### src/swms_pkg.sv
// Shared types and constants for the sliding-window maximum and sum block.
package swms_pkg;

    localparam int OFFSET_W = 32;
    localparam int SLOPE_W  = 16;
    localparam int VAL_W    = 48;
    localparam int POS_W    = 32;
    localparam int SUM_W    = 64;
    localparam int PROD_W   = 47;
    localparam int ENTRY_W  = POS_W + VAL_W;
    localparam int S_DATA_W = 48;
    localparam int M_DATA_W = 112;

    localparam int WLEN_W   = 7;
    localparam int ETIME_W  = 30;
    localparam int CFG_IDX_W  = 2;
    localparam int CFG_DATA_W = 32;

    localparam logic [CFG_IDX_W-1:0] CFG_WINDOW_LEN = 2'd0;
    localparam logic [CFG_IDX_W-1:0] CFG_EVAL_TIME  = 2'd1;

    typedef enum logic [3:0] {
        S_IDLE,
        S_MUL,
        S_ADD,
        S_EVICT,
        S_EVICT_RD,
        S_POP,
        S_POP_RD,
        S_PUSH,
        S_FRONT_RD,
        S_EMIT
    } state_t;

    // Controller to datapath
    typedef struct packed {
        logic load_in;
        logic load_prod;
        logic load_val;
        logic evict;
        logic pop;
        logic push;
        logic finish;
    } cmd_t;

    // Datapath to controller
    typedef struct packed {
        logic evict_hit;
        logic pop_hit;
        logic emit;
        logic out_busy;
    } status_t;

endpackage

### src/swms_ctrl.sv
// Sequencer for one item: evaluate, evict, pop, push, emit.
module swms_ctrl (
    input  logic             aclk,
    input  logic             aresetn,
    input  logic             s_tvalid,
    output logic             s_tready,
    input  swms_pkg::status_t stat,
    output swms_pkg::cmd_t    cmd
);

    swms_pkg::state_t state_reg;
    swms_pkg::state_t state_next;

    always_ff @(posedge aclk) begin
        if (!aresetn) begin
            state_reg <= swms_pkg::S_IDLE;
        end else begin
            state_reg <= state_next;
        end
    end

    always_comb begin
        state_next = state_reg;
        cmd        = '0;
        s_tready   = 1'b0;
        case (state_reg)
            swms_pkg::S_IDLE: begin
                // hold off items while reset is applied
                s_tready = aresetn;
                if (s_tvalid && aresetn) begin
                    cmd.load_in = 1'b1;
                    state_next  = swms_pkg::S_MUL;
                end
            end
            swms_pkg::S_MUL: begin
                cmd.load_prod = 1'b1;
                state_next    = swms_pkg::S_ADD;
            end
            swms_pkg::S_ADD: begin
                cmd.load_val = 1'b1;
                state_next   = swms_pkg::S_EVICT;
            end
            swms_pkg::S_EVICT: begin
                if (stat.evict_hit) begin
                    cmd.evict  = 1'b1;
                    state_next = swms_pkg::S_EVICT_RD;
                end else begin
                    state_next = swms_pkg::S_POP;
                end
            end
            swms_pkg::S_EVICT_RD: begin
                state_next = swms_pkg::S_EVICT;
            end
            swms_pkg::S_POP: begin
                if (stat.pop_hit) begin
                    cmd.pop    = 1'b1;
                    state_next = swms_pkg::S_POP_RD;
                end else begin
                    state_next = swms_pkg::S_PUSH;
                end
            end
            swms_pkg::S_POP_RD: begin
                state_next = swms_pkg::S_POP;
            end
            swms_pkg::S_PUSH: begin
                cmd.push   = 1'b1;
                state_next = swms_pkg::S_FRONT_RD;
            end
            swms_pkg::S_FRONT_RD: begin
                state_next = swms_pkg::S_EMIT;
            end
            swms_pkg::S_EMIT: begin
                // hold while a result is due and the output register is still full
                if (!(stat.emit && stat.out_busy)) begin
                    cmd.finish = 1'b1;
                    state_next = swms_pkg::S_IDLE;
                end
            end
            default: begin
                state_next = swms_pkg::S_IDLE;
            end
        endcase
    end

endmodule

### config.mk
export PLATFORM = sky130hd
export DESIGN_NAME = swms_ctrl
export DESIGN_NICKNAME = d
export VERILOG_FILES = /design/src/swms_pkg.sv /design/src/swms_ctrl.sv
export SDC_FILE = /design/constraint.sdc
export NUM_CORES = 1
export LEC_CHECK = 0
export BUFFER_PORTS_ARGS = -buffer_cell sky130_fd_sc_hd__buf_2
export CAP_MARGIN = 0
export CORE_AREA = 4 4 41 43
export DETAILED_ROUTE_END_ITERATION = 10
export DIE_AREA = 0 0 45 47
export PLACE_DENSITY = 0.56
export REMOVE_ABC_BUFFERS = 1
export SLEW_MARGIN = 20
export SYNTH_ARGS = -nofsm -noshare
export SYNTH_HDL_FRONTEND = slang
export SYNTH_SLANG_ARGS = --single-unit
### constraint.sdc
create_clock -name aclk -period 2.6 [get_ports aclk]
set_input_delay 0.39 -clock aclk [delete_from_list [all_inputs] [get_ports aclk]]
set_output_delay 0.39 -clock aclk [all_outputs]
set_load 0.02 [all_outputs]
# Yosys cells after proc, flatten, opt, wreduce, memory -nomap -nowiden
# Index checks and enable logic that the tools add are counted.
dict set report totals {
  latchBits 0
  romBits 0
  reg_bits 4
  memories 0
  elab_cells 34
  ram_bits 0
}
dict set report classes {
  div_mod_pow 0
  n_reduce_logical 5
  add_sub_neg 0
  mul 0
  n_shift 0
  n_eq_ne 11
  mux 17
  bitwise_logic 0
  n_lt_le_gt_ge 0
}
# op count
set op_table {}
lappend op_table {{one-hot mux 4 bit (9 select lines)} 1}
lappend op_table {{equality test 4 x 3 -> 1 bit (second input constant)} 4}
lappend op_table {{two-way mux 1 bit} 14}
lappend op_table {{equality test 4 x 2 -> 1 bit (second input constant)} 2}
lappend op_table {{equality test 4 bit (second input constant)} 2}
lappend op_table {{two-way mux 4 bit} 2}
lappend op_table {{equality test 4 x 1 -> 1 bit (second input constant)} 1}
lappend op_table {{zero test 4 bit} 1}
lappend op_table {{inequality test 2 bit (second input constant)} 2}
lappend op_table {{logical AND 1 bit} 2}
lappend op_table {{AND reduction 2 bit} 1}
lappend op_table {{OR reduction 2 bit} 1}

# Depth between registers and ports, before layout
# Gate-level depths: netlist of run 1.
dict set report logic_depth {
  depth_word 3
  depth_mapped 5
  depth_no_buf 4
}

# Worst setup path before layout of run 1
# OpenSTA, ideal clock, no wires.
dict set report synth_timing {
  path_kind {reg-to-output}
  start {reg state_reg[1]}
  end {out cmd[6] (netlist name)}
  path_stages_with_launch 5
  path_buffers 1
  setup_slack_ns 0.723
  required_ns 2.210
  arrival_time_ns 1.487
  path_cell_list {dfxtp_1 -> or2_1 -> buf_6 -> nor3_1 -> and2_1}
}
# element line
set synth_lines {}
lappend synth_lines {{start, declared} swms_ctrl.sv:11} ;# swms_pkg::state_t state_reg;
lappend synth_lines {{start signal, assigned} swms_ctrl.sv:16} ;# state_reg <= swms_pkg::S_IDLE;
lappend synth_lines {{start signal, assigned} swms_ctrl.sv:18} ;# state_reg <= state_next;
lappend synth_lines {{end, declared} swms_ctrl.sv:8} ;# output swms_pkg::cmd_t cmd

==> results of run 1 <==
## layout make-up
class                           count  area (µm²)
Timing Repair Buffer               14        70.1
Clock buffer                        3        22.5
Multi-Input combinational cell     31         209
Sequential cell                     4        80.1
Tap cell                           15        18.8
Inverter                            1        3.75
Fill cell                         154         897
## Yosys cell counts, types with 2 or more instances
master and instances:
o21a_1 2, nand2_1 5, buf_2 3, nor3_1 3
nor2_1 2, nor4b_1 3, a211oi_1 2, dfxtp_1 4
a21oi_1 2
## routing by layer
metal  wire [µm]  vias up
met5           0        -
met4           0        0
met3          45        0
met2         302       10
met1         372      134
li1            -      170
## through the flow
stage	cells	util [%]	setup slack (ps)	power (µW)	hold slack (ps)
after floorplan	36	-	665	159	508
after global placement	65	29.3	992	187	630
after detailed placement	65	29.3	970	189	625
after CTS	68	31.1	718	266	390
after global routing	68	31.1	545	285	412
final	68	31.1	721	262	397
## worst paths after layout
check | endpoint | start | depth (start not counted) | slack, ps
min | state_reg[3] | aresetn | 2 | 400
max reg2reg | state_reg[0] | state_reg[2] | 4 | 1220
min reg2reg | state_reg[2] | state_reg[1] | 2 | 670
max | cmd[6] | state_reg[2] | 4 | 720
## worst max-delay path, delay by kind of cell, from the launching register on
kind	cells	cell delay [ps]
and+or+nand+nor	3	690
DFF	1	400
buffers and inverters	1	150
## power by group
part	internal [µW]	leakage, µW	switching [µW]	total, µW
Sequential	70.7	0.0000330	24.3	95.0
Clock	51.5	0.0000138	22.7	74.2
Combinational	42.4	0.000136	50.3	92.8
## cells by family (layout without fill, tap and decap cells)
logic type	Yosys count	in the layout
AOI/OAI and AO/OA	8	8
xor gates and xnor gates	1	1
buffers and inverters	6	18
DFF	4	4
muxes	1	1
and+or+nand+nor	21	21
==> impl_metrics.ini, run 1 <==
[layout]
drive_gt1_share_pct = 37.7
mostFrequentLayoutCells = buf_2 (14), nand2_1 (5), dfxtp_1 (4)
syn2layout_area_growth_pct = 25.2
design_area_um2 = 404
diodes = 0
final_common_cell = buf_2
nets = 62
largest_reg_flops = 4

[critical_path]
path_cells = or2_1 -> nor3_1 -> and2_1 -> buf_2
critical_path_required_ps = 2210
critPathCaptureType = primary output
max_stage_delay_ps = 400
cp_max_fo = 11
slowest_stage = dfxtp_1
critical_path.startpoint_type = register
critical_path_class = reg2out
arrival_ps = 1490

[die]
rows = 13
ios = 15
start_util_pct = 24.8
die_w_um = 45
die_h_um = 47
core_um2 = 1300
dieArea_um2 = 2120

[logic_synthesis]
synthFlopType = dfxtp_1
synth_top_family_by_area = simple AND/OR/NAND/NOR gates
seq_area_frac_synth_pct = 24.8
synth_fa_ha_area_share_pct = 0
synth_warnings = 0
synth_edf_count = 0
ys_top_cells_by_area = dfxtp_1 (25%), nor4b_1 (8.1%), nand2_1 (5.8%)
synth_compound_area_share_pct = 18.2
synth_seq_cells = 4
synth_mux_area_share_pct = 3.10
yosysTopAreaCell = dfxtp_1
synth_cell_types = 24
netlist_area_um2 = 323
netlist_instances = 41
netlist.area_leader.share_pct = 24.8
ys_async_sr_fraction_pct = 0
synth-simple-area-share_pct = 40.7
avgSynthCellArea_um2 = 7.87
synthXorXnorAreaFrac_pct = 2.71

[clock_network]
cts_tree = done
holdBufCountCts = 0
clkSinkCount = 4
numCtsBuffers = 3
cts-root-buf = clkbuf_4
post_cts.repair.setup_buffers = 0
clock_path_buffers = 2
htree_levels = 1
clk_pin_slew_ps = 40
cts_repair_resize_count = 0
worstSkewPairLatency_ps = 230

[global_routing]
top_usage_layer = met1
grt_util_all_layers_pct = 7.73
antenna_found_initial = 0
grt_overflow = 0
grt_max_degree = 12
grt_first_pass_wirelength_mm = 1.17
grt_util_met2_pct = 9.89
grtUsageMet3_pct = 2.30
grt_pass1_vias = 267
grt_util_met1_pct = 11.6

[sta]
fin_skew_ps = 3.46
relSlewSlack_pct = 75.1
rsz0062_at_grt = no
fmax_ghz = 0.532
worst_pin_slew_ps = 374
setup_violations = 0
hold_violations = 0
drv_slew = 0
fin_crit_sh_pct = 72.3
min_period_ps = 1880
fin_setup_tns_ps = 0

[detailed_routing]
drc_errors = 0
first_pass_iters = 4
vias = 314
drt_first_iter_violations = 5
ant_nets = 0
wirelength_um = 720
wl_per_cell_um = 10.6
viasPerCell = 4.62

[worst_hold_path]
hp-class = in2reg

[pwr]
powerDensity_nw_per_um2 = 648
p_leak_uw = 0.000183
ir_drop_v = 0.000170

[placement]
gp_congestion = 0.679
place_area_um2 = 382
place.detailed.hpwl_um = 567
numPortBuffers = 14

[job]
drv_cap = 0

[run_status]
outcome = finished clean
(Power assumes the default switching activity.)
==> run 2: changes to the inputs <==
PLACE_DENSITY = 0.58   (was 0.56)
clock period = 1.6 ns   (was 2.6 ns; I/O delays follow)
==> run 2 against run 1 <==
  * Clock skew is 1.3 ps higher
  * Register-to-register slack worse by 800 ps
  * Die area stayed put
  * Total power is 77% higher
  * Core utilization is 2.6 points higher
  * Clock-buffer cell count stayed put
  * Non-clock buffer count is 2 higher
  * Largest power group is now combinational logic
  * First-iteration DRC count is 20% lower
==> impl_metrics.ini, run 2 (synthesis gave the netlist of run 1 again) <==
[layout]
largest_reg_flops = 4
nets = 64
mostFrequentLayoutCells = buf_2 (13), nand2_1 (5), nor4b_1 (3), clkbuf_4 (3), buf_4 (3)
syn2layout_area_growth_pct = 35.7
final_cells = 70
drive_gt1_share_pct = 47.3
design_area_um2 = 438
final_common_cell = buf_2
diodes = 0
finish.utilization_pct = 33.7

[worst_hold_path]
hp-class = in2reg
holdPathStages = 2
min_to = state_reg[3]
worstHoldStart = aresetn

[sta]
relSlewSlack_pct = 80.4
setup_violations = 0
worst_hold_slack_ps = 245
fin_crit_sh_pct = 92.9
rsz0062_at_grt = no
fin_skew_ps = 4.73
min_period_ps = 1490
drv_slew = 0
worst_pin_slew_ps = 292
hold_violations = 0
fmax_ghz = 0.673
fin_setup_tns_ps = 0

[clock_network]
htree_levels = 1
cts-root-buf = clkbuf_4
post_cts.repair.setup_buffers = 0
holdBufCountCts = 0
cts_tree = done
clkSinkCount = 4
clk_pin_slew_ps = 40
worstSkewPairLatency_ps = 230
numCtsBuffers = 3
clock_path_buffers = 2

[detailed_routing]
wl_per_cell_um = 11.0
viasPerCell = 4.69
wirelength_um = 767
vias = 328
ant_nets = 0
drt_first_iter_violations = 4
first_pass_iters = 4
drc_errors = 0

[pwr]
powerDensity_nw_per_um2 = 1060
ir_drop_v = 0.000315
p_leak_uw = 0.000197

[die]
rows = 13
core_um2 = 1300
start_util_pct = 24.8
ios = 15
dieArea_um2 = 2120
die_h_um = 47
die_w_um = 45

[global_routing]
antenna_found_initial = 0
grt_overflow = 0
grt_max_degree = 12
grt_util_all_layers_pct = 8.21
grt_first_pass_wirelength_mm = 1.22
grt_pass1_vias = 288

[critical_path]
path_cells = or2_4 -> nor3_4 -> and2_1 -> buf_4
critical_path_class = reg2out
reg2reg_to = state_reg[0]
reg2reg_from = state_reg[1]
cpLargestDelayFamily = simple AND/OR/NAND/NOR gates
max_stage_delay_ps = 300
cp_num_buf_inv = 1
slowest_stage = dfxtp_1
reg2reg_depth = 3
r2r_slack_ps = 420
cp_max_fo = 6
arrival_ps = 1250
critical_path_required_ps = 1360
critPathCaptureType = primary output
critical_path.startpoint_type = register

[placement]
gp_congestion = 0.706
place_inst = 67
numPortBuffers = 14
place_area_um2 = 397
place.detailed.hpwl_um = 578

[run_status]
outcome = finished clean

[job]
drv_cap = 0
## run 2: cell types whose count changed in the layout (fill, tap and decap cells not counted)
cell     change
dfxtp_1      -2
nor3_4       +1
buf_2        -1
nor3_1       -1
buf_4        +3
or2_1        -1
dfxtp_2      +2
or2_4        +1
## run 2: layer usage
metal | vias up | GRT usage (%) | wire [µm]
li1 | 174 | - | -
met1 | 142 | 10.0 | 394
met2 | 10 | 11.9 | 314
met3 | 2 | 2.30 | 53
met4 | 0 | 7.02 | 4
met5 | - | 0 | 0
## run 2: area by class of cell
cell class | instances | area [µm²]
fillers | 151 | 863
multi-input cells | 31 | 223
repair buffers | 16 | 87.6
flip-flops and latches | 4 | 82.6
clock buffers | 3 | 22.5
well taps | 15 | 18.8
inverters | 1 | 3.75
## run 2: through the flow
| stage | setup WS, ps | power (µW) |
|---|---|---|
| finish | 113 | 464 |
| global route | 27.8 | 495 |
| CTS | 1.03 | 455 |
| detailed placement | 263 | 318 |
| global placement | 256 | 318 |
| floorplan | -185 | 259 |
## run 2: power by group
group / total, µW / leakage, µW / switching [µW] / internal [µW]
sequential: 138 / 0.0000337 / 22.0 / 116
combinational: 201 / 0.000149 / 109 / 92.0
clock: 126 / 0.0000138 / 41.7 / 83.9
total: 464 / 0.000197 / 172 / 292
## run 2: worst max-delay path by stage
stage	cells past startpoint	start	endpoint	slack [ps]
after floorplan	3	state_reg[1]	cmd[6]	-190
after CTS	3	state_reg[0]	cmd[1]	1
final	4	state_reg[1]	cmd[6]	110
after detailed placement	4	state_reg[1]	cmd[6]	260
after global placement	5	state_reg[3]	cmd[6]	260
after global routing	4	state_reg[1]	cmd[6]	30
## run 2: worst register-to-register path: cells and delay by family, from the launching register on
family | cells | cell delay, ps
AND/OR/NAND/NOR | 2 | 670
flip-flops | 1 | 300
AO/OA/AOI/OAI | 1 | 130
## run 2: timing repair
item / CTS / global route
gates resized for setup: 2 / 4
cloned: 0 / 0
pin swaps: 0 / 0
endpoints found under the setup margin: 1 / 5
